$ cat src/design/shfd_pkg.sv
`timescale 1ns / 1ps
package shfd_pkg;

	// Header bytes and the shortest legal frame (header, length, one payload, checksum)
	localparam logic [7:0] HDR_FIRST  = 8'hA5;
	localparam logic [7:0] HDR_SECOND = 8'h5A;
	localparam logic [7:0] MIN_FRAME  = 8'd5;

	// Offset of the first payload byte inside a frame
	localparam int unsigned PAYLOAD_OFS = 3;

	// One payload beat handed from the parser to the output stage
	typedef struct packed {
		logic       vld;
		logic [7:0] data;
		logic       last;
	} emit_t;

endpackage

$ cat src/design/shfd_if.sv
`timescale 1ns / 1ps
interface shfd_rx_if;
	logic       valid;
	logic       ready;
	logic [7:0] rx_byte;

	modport source (output valid, output rx_byte, input ready);
	modport sink (input valid, input rx_byte, output ready);
endinterface

interface shfd_tx_if;
	logic       valid;
	logic       ready;
	logic [7:0] payload_byte;
	logic       last_of_frame;

	modport source (output valid, output payload_byte, output last_of_frame, input ready);
	modport sink (input valid, input payload_byte, input last_of_frame, output ready);
endinterface

$ cat src/design/shfd_ram.sv
`timescale 1ns / 1ps
module shfd_ram #(
	parameter int unsigned WIDTH = 8,
	parameter int unsigned DEPTH = 64
) (
	input  logic                     clk,
	input  logic                     we,
	input  logic [$clog2(DEPTH)-1:0] waddr,
	input  logic [WIDTH-1:0]         wdata,
	input  logic [$clog2(DEPTH)-1:0] raddr,
	output logic [WIDTH-1:0]         rdata
);

	logic [WIDTH-1:0] mem_q [DEPTH];

	always_ff @(posedge clk) begin
		if (we) begin
			mem_q[waddr] <= wdata;
		end
		rdata <= mem_q[raddr];
	end

endmodule

$ cat src/design/shfd_ctrl.sv
`timescale 1ns / 1ps
module shfd_ctrl #(
	parameter int unsigned MAX_FRAME = 64
) (
	input  logic                         clk,
	input  logic                         arst_n,
	input  logic                         in_valid,
	output logic                         in_ready,
	input  logic [7:0]                   in_byte,
	output logic                         ram_we,
	output logic [$clog2(MAX_FRAME)-1:0] ram_waddr,
	output logic [7:0]                   ram_wdata,
	output logic [$clog2(MAX_FRAME)-1:0] ram_raddr,
	input  logic [7:0]                   ram_rdata,
	input  logic                         out_free,
	output shfd_pkg::emit_t              emit
);

	localparam int unsigned PTR_W = $clog2(MAX_FRAME);
	localparam int unsigned CNT_W = $clog2(MAX_FRAME + 1);
	localparam int unsigned SUM_W = PTR_W + 1;
	localparam logic [SUM_W-1:0] MAX_S    = SUM_W'(MAX_FRAME);
	localparam logic [CNT_W-1:0] MAX_C    = CNT_W'(MAX_FRAME);
	localparam logic [7:0]       MAX_B    = 8'(MAX_FRAME);
	localparam logic [PTR_W-1:0] PAY_OFS  = PTR_W'(shfd_pkg::PAYLOAD_OFS);

	typedef enum logic [2:0] {
		S_IDLE,
		S_HDR0,
		S_CHK0,
		S_CHK1,
		S_CHK2,
		S_SUM,
		S_EMIT
	} state_t;

	state_t             state_q, state_d;
	logic [PTR_W-1:0]   head_q, head_d;
	logic [CNT_W-1:0]   fill_q, fill_d;
	logic [CNT_W-1:0]   len_q, len_d;
	logic [7:0]         sum_q, sum_d;
	logic [PTR_W-1:0]   off_q, off_d;
	logic               pend_q, pend_d;
	logic [PTR_W-1:0]   rd_off;
	logic [CNT_W-1:0]   fill_inc;
	logic               sum_last;
	logic               pay_last;

	function automatic logic [PTR_W-1:0] wrap_add(input logic [PTR_W-1:0] base,
	                                              input logic [SUM_W-1:0] n);
		logic [SUM_W-1:0] s;
		s = SUM_W'(base) + n;
		if (s >= MAX_S) begin
			s = s - MAX_S;
		end
		return s[PTR_W-1:0];
	endfunction

	assign in_ready  = (state_q == S_IDLE);
	assign ram_we    = in_valid && in_ready;
	assign ram_waddr = wrap_add(head_q, SUM_W'(fill_q));
	assign ram_wdata = in_byte;
	assign ram_raddr = wrap_add(head_q, SUM_W'(rd_off));

	assign sum_last = (SUM_W'(off_q) == SUM_W'(len_q - CNT_W'(1)));
	assign pay_last = (SUM_W'(off_q) == SUM_W'(len_q - CNT_W'(2)));
	assign fill_inc = (fill_q == MAX_C) ? fill_q : fill_q + CNT_W'(1);

	always_comb begin
		state_d   = state_q;
		head_d    = head_q;
		fill_d    = fill_q;
		len_d     = len_q;
		sum_d     = sum_q;
		off_d     = off_q;
		pend_d    = pend_q;
		rd_off    = '0;
		emit.vld  = 1'b0;
		emit.data = ram_rdata;
		emit.last = pay_last;

		unique case (state_q)
			S_IDLE: begin
				if (in_valid) begin
					// a full buffer drops its oldest byte; the new one takes its slot
					if (fill_q == MAX_C) begin
						head_d = wrap_add(head_q, SUM_W'(1));
					end
					fill_d = fill_inc;
					if (pend_q && (fill_inc < len_q)) begin
						state_d = S_IDLE;
					end else begin
						pend_d  = 1'b0;
						state_d = S_HDR0;
					end
				end
			end
			S_HDR0: begin
				rd_off = '0;
				if (fill_q == '0) begin
					state_d = S_IDLE;
				end else begin
					state_d = S_CHK0;
				end
			end
			S_CHK0: begin
				rd_off = PTR_W'(1);
				if (ram_rdata != shfd_pkg::HDR_FIRST) begin
					head_d  = wrap_add(head_q, SUM_W'(1));
					fill_d  = fill_q - CNT_W'(1);
					state_d = S_HDR0;
				end else if (fill_q < CNT_W'(2)) begin
					state_d = S_IDLE;
				end else begin
					state_d = S_CHK1;
				end
			end
			S_CHK1: begin
				rd_off = PTR_W'(2);
				if (ram_rdata != shfd_pkg::HDR_SECOND) begin
					head_d  = wrap_add(head_q, SUM_W'(1));
					fill_d  = fill_q - CNT_W'(1);
					state_d = S_HDR0;
				end else if (fill_q < CNT_W'(3)) begin
					state_d = S_IDLE;
				end else begin
					state_d = S_CHK2;
				end
			end
			S_CHK2: begin
				rd_off = PAY_OFS;
				if ((ram_rdata < shfd_pkg::MIN_FRAME) || (ram_rdata > MAX_B)) begin
					head_d  = wrap_add(head_q, SUM_W'(1));
					fill_d  = fill_q - CNT_W'(1);
					state_d = S_HDR0;
				end else begin
					len_d = CNT_W'(ram_rdata);
					if (8'(fill_q) < ram_rdata) begin
						// hold the length; later bytes skip the rescan until the frame fills
						pend_d  = 1'b1;
						state_d = S_IDLE;
					end else begin
						sum_d   = shfd_pkg::HDR_FIRST + shfd_pkg::HDR_SECOND + ram_rdata;
						off_d   = PAY_OFS;
						state_d = S_SUM;
					end
				end
			end
			S_SUM: begin
				if (sum_last) begin
					rd_off = PAY_OFS;
					if (sum_q == ram_rdata) begin
						off_d   = PAY_OFS;
						state_d = S_EMIT;
					end else begin
						head_d  = wrap_add(head_q, SUM_W'(1));
						fill_d  = fill_q - CNT_W'(1);
						state_d = S_HDR0;
					end
				end else begin
					rd_off = off_q + PTR_W'(1);
					sum_d  = sum_q + ram_rdata;
					off_d  = off_q + PTR_W'(1);
				end
			end
			S_EMIT: begin
				if (!out_free) begin
					// re-read the same byte so the data stays put
					rd_off = off_q;
				end else begin
					emit.vld = 1'b1;
					if (pay_last) begin
						head_d  = wrap_add(head_q, SUM_W'(len_q));
						fill_d  = fill_q - len_q;
						state_d = S_HDR0;
					end else begin
						rd_off = off_q + PTR_W'(1);
						off_d  = off_q + PTR_W'(1);
					end
				end
			end
			default: begin
				state_d = S_IDLE;
			end
		endcase
	end

	always_ff @(posedge clk or negedge arst_n) begin
		if (!arst_n) begin
			state_q <= S_IDLE;
			head_q  <= '0;
			fill_q  <= '0;
			len_q   <= '0;
			sum_q   <= '0;
			off_q   <= '0;
			pend_q  <= 1'b0;
		end else begin
			state_q <= state_d;
			head_q  <= head_d;
			fill_q  <= fill_d;
			len_q   <= len_d;
			sum_q   <= sum_d;
			off_q   <= off_d;
			pend_q  <= pend_d;
		end
	end

endmodule

$ cat src/design/shfd_out_stage.sv
`timescale 1ns / 1ps
module shfd_out_stage (
	input  logic            clk,
	input  logic            arst_n,
	input  shfd_pkg::emit_t emit,
	output logic            out_free,
	shfd_tx_if.source       tx
);

	logic       valid_q;
	logic [7:0] data_q;
	logic       last_q;

	assign out_free         = !valid_q || tx.ready;
	assign tx.valid         = valid_q;
	assign tx.payload_byte  = data_q;
	assign tx.last_of_frame = last_q;

	always_ff @(posedge clk or negedge arst_n) begin
		if (!arst_n) begin
			valid_q <= 1'b0;
		end else if (emit.vld) begin
			valid_q <= 1'b1;
		end else if (tx.ready) begin
			valid_q <= 1'b0;
		end
	end

	always_ff @(posedge clk) begin
		if (emit.vld) begin
			data_q <= emit.data;
			last_q <= emit.last;
		end
	end

endmodule

$ cat src/design/sync_header_frame_deframer.sv
`timescale 1ns / 1ps
// Byte-stream deframer: received bytes are appended to a circular buffer of MAX_FRAME bytes
// held in one synchronous RAM (one write and one read port, read data registered). After
// each byte the parser walks the buffer from its head, one RAM read per cycle, looking for
// A5 5A and a length byte L in 5..MAX_FRAME. Once L bytes are buffered it sums the first L-1
// bytes and compares against the last; a match sends the L-4 payload bytes out, the final
// one flagged by last_of_frame, and removes the frame; a mismatch or an illegal length drops
// the head byte and rescans what remains. Each input byte is taken while the parser is idle;
// nothing more follows while a frame with a known length is still filling, otherwise the
// header is checked with one RAM read per header byte. A completed frame is then summed and
// its payload beats sent out, held while the sink stalls. Each dropped byte or removed
// frame is followed by a rescan of the new head, plus another sum when that head holds a
// complete frame. The parser's pace is set by the RAM's single read port.
// The last beat of a frame sits in an output register, so input bytes keep flowing while
// it waits to be taken; earlier beats hold the parser, and with it the input, until the
// register frees up. The buffer needs no clearing pass: only bytes below the fill count
// are ever read.
module sync_header_frame_deframer #(
	parameter int unsigned MAX_FRAME = 64
) (
	input  logic      clk,
	input  logic      arst_n,
	shfd_rx_if.sink   rx,
	shfd_tx_if.source tx
);

	localparam int unsigned PTR_W = $clog2(MAX_FRAME);

	logic             ram_we;
	logic [PTR_W-1:0] ram_waddr;
	logic [7:0]       ram_wdata;
	logic [PTR_W-1:0] ram_raddr;
	logic [7:0]       ram_rdata;
	logic             out_free;
	shfd_pkg::emit_t  emit;

	// frame buffer
	shfd_ram #(
		.WIDTH (8),
		.DEPTH (MAX_FRAME)
	) u_ram (
		.clk   (clk),
		.we    (ram_we),
		.waddr (ram_waddr),
		.wdata (ram_wdata),
		.raddr (ram_raddr),
		.rdata (ram_rdata)
	);

	// hunt, length check, checksum and payload replay
	shfd_ctrl #(
		.MAX_FRAME (MAX_FRAME)
	) u_ctrl (
		.clk       (clk),
		.arst_n    (arst_n),
		.in_valid  (rx.valid),
		.in_ready  (rx.ready),
		.in_byte   (rx.rx_byte),
		.ram_we    (ram_we),
		.ram_waddr (ram_waddr),
		.ram_wdata (ram_wdata),
		.ram_raddr (ram_raddr),
		.ram_rdata (ram_rdata),
		.out_free  (out_free),
		.emit      (emit)
	);

	// hold each payload beat until the sink takes it
	shfd_out_stage u_out (
		.clk      (clk),
		.arst_n   (arst_n),
		.emit     (emit),
		.out_free (out_free),
		.tx       (tx)
	);

	// never overwrite a beat the sink has not taken
	assert property (@(posedge clk) disable iff (!arst_n) emit.vld |-> out_free)
		else $error("payload beat issued while output register is occupied");

	// the parser emits only while no input byte is being taken
	assert property (@(posedge clk) disable iff (!arst_n) (rx.valid && rx.ready) |-> !emit.vld)
		else $error("payload emitted in the cycle of an input beat");

	// an output beat appears only after the parser handed one over
	assert property (@(posedge clk) disable iff (!arst_n) $rose(tx.valid) |-> $past(emit.vld))
		else $error("output valid rose without a payload beat");

endmodule

$ cat src/flat_wrapper.sv
// flat-port wrapper written by rule: the top's interface ports become plain ports
module sync_header_frame_deframer_flat 
#(
	parameter int unsigned MAX_FRAME = 64
)
  (clk, arst_n, rx_valid, rx_rx_byte, rx_ready, tx_valid, tx_payload_byte, tx_last_of_frame, tx_ready);
  shfd_rx_if rx_i ();
  shfd_tx_if tx_i ();
  input  logic clk;
  input  logic arst_n;
  input wire logic [$bits(rx_i.valid)-1:0] rx_valid;
  input wire logic [$bits(rx_i.rx_byte)-1:0] rx_rx_byte;
  output wire logic [$bits(rx_i.ready)-1:0] rx_ready;
  output wire logic [$bits(tx_i.valid)-1:0] tx_valid;
  output wire logic [$bits(tx_i.payload_byte)-1:0] tx_payload_byte;
  output wire logic [$bits(tx_i.last_of_frame)-1:0] tx_last_of_frame;
  input wire logic [$bits(tx_i.ready)-1:0] tx_ready;
  assign rx_i.valid = rx_valid;
  assign rx_i.rx_byte = rx_rx_byte;
  assign rx_ready = rx_i.ready;
  assign tx_valid = tx_i.valid;
  assign tx_payload_byte = tx_i.payload_byte;
  assign tx_last_of_frame = tx_i.last_of_frame;
  assign tx_i.ready = tx_ready;
  sync_header_frame_deframer #(.MAX_FRAME(MAX_FRAME)) u_core (.clk(clk), .arst_n(arst_n), .rx(rx_i), .tx(tx_i));
endmodule
$ cat config.mk
export PLATFORM = sky130hd
export DESIGN_NAME = sync_header_frame_deframer_flat
export DESIGN_NICKNAME = d
export VERILOG_FILES = /design/src/design/shfd_pkg.sv /design/src/design/shfd_if.sv /design/src/design/shfd_ram.sv /design/src/design/shfd_ctrl.sv /design/src/design/shfd_out_stage.sv /design/src/design/sync_header_frame_deframer.sv /design/src/flat_wrapper.sv
export SDC_FILE = /design/constraint.sdc
export NUM_CORES = 1
export LEC_CHECK = 0
export BUFFER_PORTS_ARGS = -buffer_cell sky130_fd_sc_hd__buf_2
export CAP_MARGIN = 5
export CORE_MARGIN = 5
export CORE_UTILIZATION = 40
export CTS_BUF_LIST = sky130_fd_sc_hd__clkbuf_4
export CTS_CLUSTER_DIAMETER = 30
export DETAILED_ROUTE_END_ITERATION = 12
export PLACE_DENSITY = 0.54
export SLEW_MARGIN = 25
export SYNTH_ARGS = -nofsm -noshare
export SYNTH_HDL_FRONTEND = slang
export SYNTH_SLANG_ARGS = --single-unit
$ cat constraint.sdc
create_clock -name clk -period 5.14 [get_ports clk]
set_input_delay 0.514 -clock clk [delete_from_list [all_inputs] [get_ports clk]]
set_output_delay 0.514 -clock clk [all_outputs]
set_load 0.05 [all_outputs]
# Word-level counts from Yosys, hierarchy flattened
# Memory sizes are Yosys's and may differ from the RTL's. A register that Yosys moved wholly into a read port is not among the register bits.
# Index checks and enable logic that the tools add are counted.
# W data, S select, Z words.
# classes
add_sub_neg	16
order_cmp	10
eq_ne	28
mux	64
n_bitwise	1
reduce_logical	19
# op_table
cell	count
$mux W6	22
$mux W7	9
$pmux W7 S6	1
$pmux W6 S6	1
$pmux W6 S5	1
$ge A7 B7 Y1 const B	4
$ne A2 B2 Y1 const B	14
$mux W3	9
$mux W8	3
$sub A6 B1 Y6 const B	4
$pmux W3 S7	1
$pmux W6 S3	1
$pmux W8 S2	1
$add A6 B7 Y7	2
$eq A6 B7 Y1	2
$lt A7 B2 Y1 const B	2
$sub A7 B1 Y7 const B	2
$mux W1	11
$reduce_and A10 Y1	1
$eq A3 B3 Y1 const B	3
$reduce_and A9 Y1	1
$add A8 B8 Y8	1
$add A8 B8 Y8 const A	1
$eq A8 B8 Y1	1
other kinds (32)	40
# totals
reg_bits	48
ramBits	512
elab_cells	149
n_memories	1
# memory_table
memory	words	width	rd	rd_ports_with_merged_regs	write_ports	line_no	text
u_core.u_ram.mem_q	64	8	1	1	1	shfd_ram.sv:14	logic [WIDTH-1:0] mem_q [DEPTH];

# Depth between registers and ports, before layout
# depth
depth_word	8
depth_mapped	19
ltp_nobuf	18

# Modules after synthesis
# Synthesis repeated with hierarchy kept, for this count alone.
# hier_totals
hier_cells	1448
area_unflattened_um2	24825.1
# by_module_without_submodules
module	instances	cells_per_inst	area_each_um2
shfd_ram	1	940	20166.8
shfd_ctrl	1	496	4340.4
shfd_out_stage	1	12	317.8

# Least setup slack after synthesis
# OpenSTA, ideal clock, no wires.
# synth_timing
path_type	register to register
startpoint	register u_core.u_ctrl.len_q[1]
endpoint	register u_core.u_ram.rdata[0] (read register of u_core.u_ram.mem_q)
arrival_ns	4.584
required_time_ns	5.010
slack_ns	0.426
path_stages_with_launch	19
path_buffers	2
period_less_slack_ns	4.714
path_cell_list	dfrtp_1 inv_1 ha_1 a21bo_2 o31a_1 nor4b_4 nand2_1 a211oi_1 a21oi_1 o211ai_1 ha_1 inv_1 fa_1 clkbuf_1 clkbuf_1 mux4_2 mux4_2 mux2i_1 mux2i_1
# synth_via
elab_chain_cells	8
elab_cells_between_ends	12
# synth_rtl
item	line_no	text
start, declared	shfd_ctrl.sv:40	logic [CNT_W-1:0] len_q, len_d;
start signal, assigned	shfd_ctrl.sv:201	len_q <= len_d;
$sub A7 B2 Y7	shfd_ctrl.sv:66	assign pay_last = (SUM_W'(off_q) == SUM_W'(len_q - CNT_W'(2)));
$eq A6 B7 Y1	shfd_ctrl.sv:66	
$mux W6	shfd_ctrl.sv:172	if (pay_last) begin
$mux W6	shfd_ctrl.sv:167	if (!out_free) begin
$pmux W6 S5 *	shfd_ctrl.sv:82	unique case (state_q)
$add A6 B6 Y7 *	shfd_ctrl.sv:52	s = SUM_W'(base) + n;
$sub A6 B1 Y6 / $ge A7 B7 Y1 (equally long branches)	shfd_ctrl.sv:54, shfd_ctrl.sv:53	
$mux W6 *	shfd_ctrl.sv:53	if (s >= MAX_S) begin
end, declared	shfd_ram.sv:11	output logic [WIDTH-1:0] rdata
# Every way passes the cells marked *; elsewhere a longest branch is shown, timed or not.
# A chain may end at the register's enable or synchronous reset.

# Worst setup path in the final report
# layout_timing
startpoint	register u_core.u_ctrl.len_q[5]
endpoint	register u_core.u_ram.rdata[6] (read register of u_core.u_ram.mem_q)
# The elaborated chain is that of the path after synthesis.

==> impl_summary.log <==
INFO  metric die_height = 257 um
INFO  metric warning_count_from_the_yosys_run = 0
INFO  metric critical_path.reg2reg.startpoint = u_core.u_ctrl.len_q[5]$_DFFE_PN0P_
INFO  metric synth_enable_flop_cells = 521
INFO  metric crit_arrival = 5.74 ns
INFO  metric worst_pin_slew = 1.07 ns
INFO  metric max_stage_delay_cell_worst_path = fa_4
INFO  metric tritoncts = yes
INFO  metric final_min_period_over_clock_period = 96.9%
INFO  metric critical_path_peak_fanout = 5
INFO  metric reg2reg_depth = 17
INFO  metric hp-class = in -> async
INFO  metric placement.io_buffers = 22
INFO  metric route.detailed.drc = 0
INFO  metric total_leakage_power = 9.56 nW
INFO  metric cap_violations = 0
INFO  metric worstPathCellList = or4_4 -> or3_1 -> and4_4 -> a211o_4 -> nand2_2 -> a21oi_1 -> o211ai_1 -> ha_4 -> inv_1 -> fa_4 -> buf_12 -> buf_12 -> buf_4 -> mux4_2 -> mux4_2 -> mux2i_1 -> mux2i_1
INFO  metric relSlewSlack = 28.4%
INFO  metric share_of_final_layout_standard_cells_stronger_than_drive_strength_1 = 32.6%
INFO  metric cts.root.buffer_cell = clkbuf_4
INFO  metric worst_path_largest_cell_delay = 0.83 ns
INFO  metric h-tree-depth = 4
INFO  metric clock_tree.buffer_depth = 3
INFO  metric postRouteWirelength = 60600 um
INFO  metric async_reset_ff_share = 6.87%
INFO  metric totalPowerFinal = 0.0186 W
INFO  metric end_kind = flip-flop
INFO  metric rsz_0062_raised_after_global_routing = false
INFO  metric placed_cells_incl_taps = 2140
INFO  metric setup.worst_path.class = reg -> reg
INFO  metric postSynthAreaPerCell = 18.2 um^2
INFO  metric final-instance-count-excl-fill = 2433
INFO  metric dr_total_vias = 13300
INFO  metric synth_cell_type_count = 76
INFO  metric synth.cell_area = 24400 um^2
INFO  metric crit_path_start = u_core.u_ctrl.len_q[5]$_DFFE_PN0P_
INFO  metric firstDrtPassIters = 5
INFO  metric grt_pass1_vias = 13700
INFO  metric grt_pass1_wl = 88800 um
INFO  metric synth_top_area_share = 64.2%
INFO  metric core_area = 60400 um^2
INFO  metric postRouteAntennaNets = 0
INFO  metric initialDrtViolationCount = 1058
INFO  metric numClockSinks = 568
INFO  metric worstReg2RegEnd = u_core.u_ram.rdata[6]$_DFF_P_
INFO  metric floorplan.initialDensity = 40.4%
INFO  metric synth_seq_area_share = 68.8%
INFO  metric wl_per_cell = 24.9 um
INFO  metric floorplan.rows = 90
INFO  metric layout.nets = 1598
INFO  metric grt_max_degree = 65
INFO  metric grtUsageTotal = 18.1%
INFO  metric setup_viol_count_final = 0
INFO  metric final_max_slew_viol_count = 0
INFO  metric cts_buffer_count = 157
INFO  metric synthToLayoutAreaGrowth = 15.1%
INFO  metric synthTopCellsByArea = edfxtp_1 64%, mux4_2 15%, dfrtp_1 4.0%
INFO  metric routabilityCongestion = 0.846
INFO  metric initial_antenna_violation_count = 3
INFO  metric critPathRequiredTime = 5.90 ns
INFO  metric clock_latency = 0.95 ns
INFO  metric critPathLaunchType = flip-flop
INFO  metric total_of_flip_flops_plus_latches_after_synthesis = 568
INFO  metric chipWidth = 257 um
INFO  metric min_period = 4.98 ns
INFO  metric finalClockSkew = 0.0596 ns
INFO  metric most_used_dff_post_synth = edfxtp_1
INFO  metric vias_per_cell = 5.48
INFO  metric crit_path_to = u_core.u_ram.rdata[6]$_DFF_P_
INFO  metric timing.fmax = 0.201 GHz
INFO  metric irDropWorstVdd = 0.514 mV
INFO  metric syn_nets = 1401
INFO  metric hold-worst-slack = 0.143 ns
INFO  metric grt_remaining_overflow = 0
INFO  metric cts.reportedPaths.clkPinSlew = 0.06 ns
INFO  metric dp_hpwl = 37100 um
INFO  metric ios = 23
INFO  metric synthesis.instances = 1338
INFO  metric timing.final.hold_violations = 0
INFO  metric synth.largest_area_cell = edfxtp_1
INFO  metric run_status = finished clean
INFO  metric register_to_register_setup_slack = 0.16 ns
INFO  metric design.die.area = 66000 um^2
INFO  metric power-per-cell-area = 664 nW/um^2
synthesized netlist by cell type (3+ instances only):
cell type    n
edfxtp_1   521
mux4_2     160
nor2_1      96
nand2_1     61
ha_1        46
o21ai_0     40
dfrtp_1     39
inv_1       37
clkbuf_1    32
xnor2_1     29
a21oi_1     28
mux2i_1     25
xor2_1      19
nand2b_1    14
nand3_1     14
a211oi_1    13
buf_1       12
a21o_1      11
nor3_1      10
mux2_2       9
nor2b_1      9
dfxtp_1      8
o31ai_1      7
or3_1        7
nand4_1      6
a21boi_0     5
fa_1         5
nor4_1       5
buf_2        4
o211ai_1     4
o21bai_1     4
and3_1       3
o22ai_1      3
metal layers:
layer	track usage, %	vias up	share of wire (%)	routed length (um)
met5	0	-	0	0
met4	6.19	0	1.8	1080
met3	4.26	80	5.7	3430
met2	29.0	406	49	29600
met1	24.7	6953	44	26500
li1	-	5889	-	-
state kept, by name (all words and copies together), names as in the netlist:
signal	flops
u_core.u_ctrl.fill_q	7
u_core.u_ctrl.head_q	6
u_core.u_ctrl.len_q	7
u_core.u_ctrl.off_q	6
u_core.u_ctrl.pend_q	1
u_core.u_ctrl.state_q	3
u_core.u_ctrl.sum_q	8
u_core.u_out.tx.last_of_frame	1
u_core.u_out.tx.payload_byte	8
u_core.u_out.tx.valid	1
u_core.u_ram.mem_q	512
u_core.u_ram.rdata	8
worst min-delay path by stage:
stage / start / endpoint / slack [ns]
3_5_place_dp: u_core.u_ctrl.sum_q[5]$_DFFE_PN0P_ / u_core.u_ctrl.sum_q[5]$_DFFE_PN0P_ / 0.51
2_1_floorplan: arst_n / u_core.u_ctrl.fill_q[0]$_DFFE_PN0P_ / 0.22
5_1_grt: rx_rx_byte[5] / u_core.u_ram.mem_q[9][5]$_DFFE_PP_ / 0.08
6_report: arst_n / u_core.u_ctrl.len_q[1]$_DFFE_PN0P_ / 0.14
3_3_place_gp: u_core.u_ctrl.sum_q[5]$_DFFE_PN0P_ / u_core.u_ctrl.sum_q[5]$_DFFE_PN0P_ / 0.50
4_1_cts: rx_rx_byte[5] / u_core.u_ram.mem_q[3][5]$_DFFE_PP_ / 0.03
where the power goes:
group / switching, W / internal, W
sequential: 0.000320 / 0.00537
clock: 0.00189 / 0.00207
combinational: 0.00471 / 0.00427
cell families after synthesis:
logic type / share of synthesized area, %
DFF: 68.8
AOI/OAI and AO/OA: 4.27
and+or+nand+nor: 4.66
xor gates and xnor gates: 1.72
buffers and inverters: 1.45
muxes: 16.3
adders and majority gates: 2.77
cell usage in the layout (no fill, tap or decap), types with 10 or more instances in the layout:
| cell type | count |
|---|---|
| nand2b_1 | 14 |
| o21ai_0 | 40 |
| dfrtp_1 | 38 |
| buf_2 | 19 |
| a21oi_1 | 28 |
| mux2i_1 | 22 |
| clkbuf_4 | 225 |
| ha_1 | 44 |
| buf_4 | 46 |
| inv_1 | 34 |
| a21o_1 | 11 |
| mux4_2 | 160 |
| clkinv_2 | 10 |
| nor2_1 | 92 |
| xor2_1 | 19 |
| a211oi_1 | 12 |
| nand2_1 | 60 |
| nor3_1 | 10 |
| xnor2_1 | 27 |
| buf_12 | 12 |
| nand3_1 | 14 |
| edfxtp_1 | 521 |
| clkinv_1 | 25 |
per-stage QoR:
stage / TNS, ns / setup slack, ns / utilization, % / instance area (um^2)
2_1_floorplan: 0 / 0.426 / - / 24400
3_3_place_gp: -0.249 / -0.105 / 42.7 / 25800
3_5_place_dp: -0.397 / -0.158 / 42.7 / 25800
4_1_cts: 0 / 0.0636 / 46.0 / 27800
5_1_grt: 0 / 0.0101 / 46.5 / 28100
6_report: 0 / 0.160 / 46.5 / 28100
critical path, delay by kind of cell (launching register included):
kind | cells | cell delay, ns
muxes | 4 | 1.15
buffers and inverters | 4 | 0.49
and+or+nand+nor | 4 | 1.14
adders and majority gates | 2 | 1.04
AOI/OAI and AO/OA | 3 | 0.60
DFF | 1 | 0.38
area by class of cell:
cell class                      count  area [um^2]
Tap cell                          782          978
Multi-Input combinational cell    682         7320
Sequential cell                   568        16800
Antenna cell                        2         5.00
Timing Repair Buffer               89          885
Clock inverter                     48          256
Inverter                           37          139
Fill cell                        5225        32300
Clock buffer                      225         1690
what timing repair did:
item                                    CTS  global route
endpoints found under the setup margin    7             8
setup buffers                             2             6
cloned                                    0             7
resized for setup                         3            18
pin swaps                                 1             6
hold buffers                              3             0
endpoints found under the hold margin    42             0
Power figures use the tool's default switching activity.
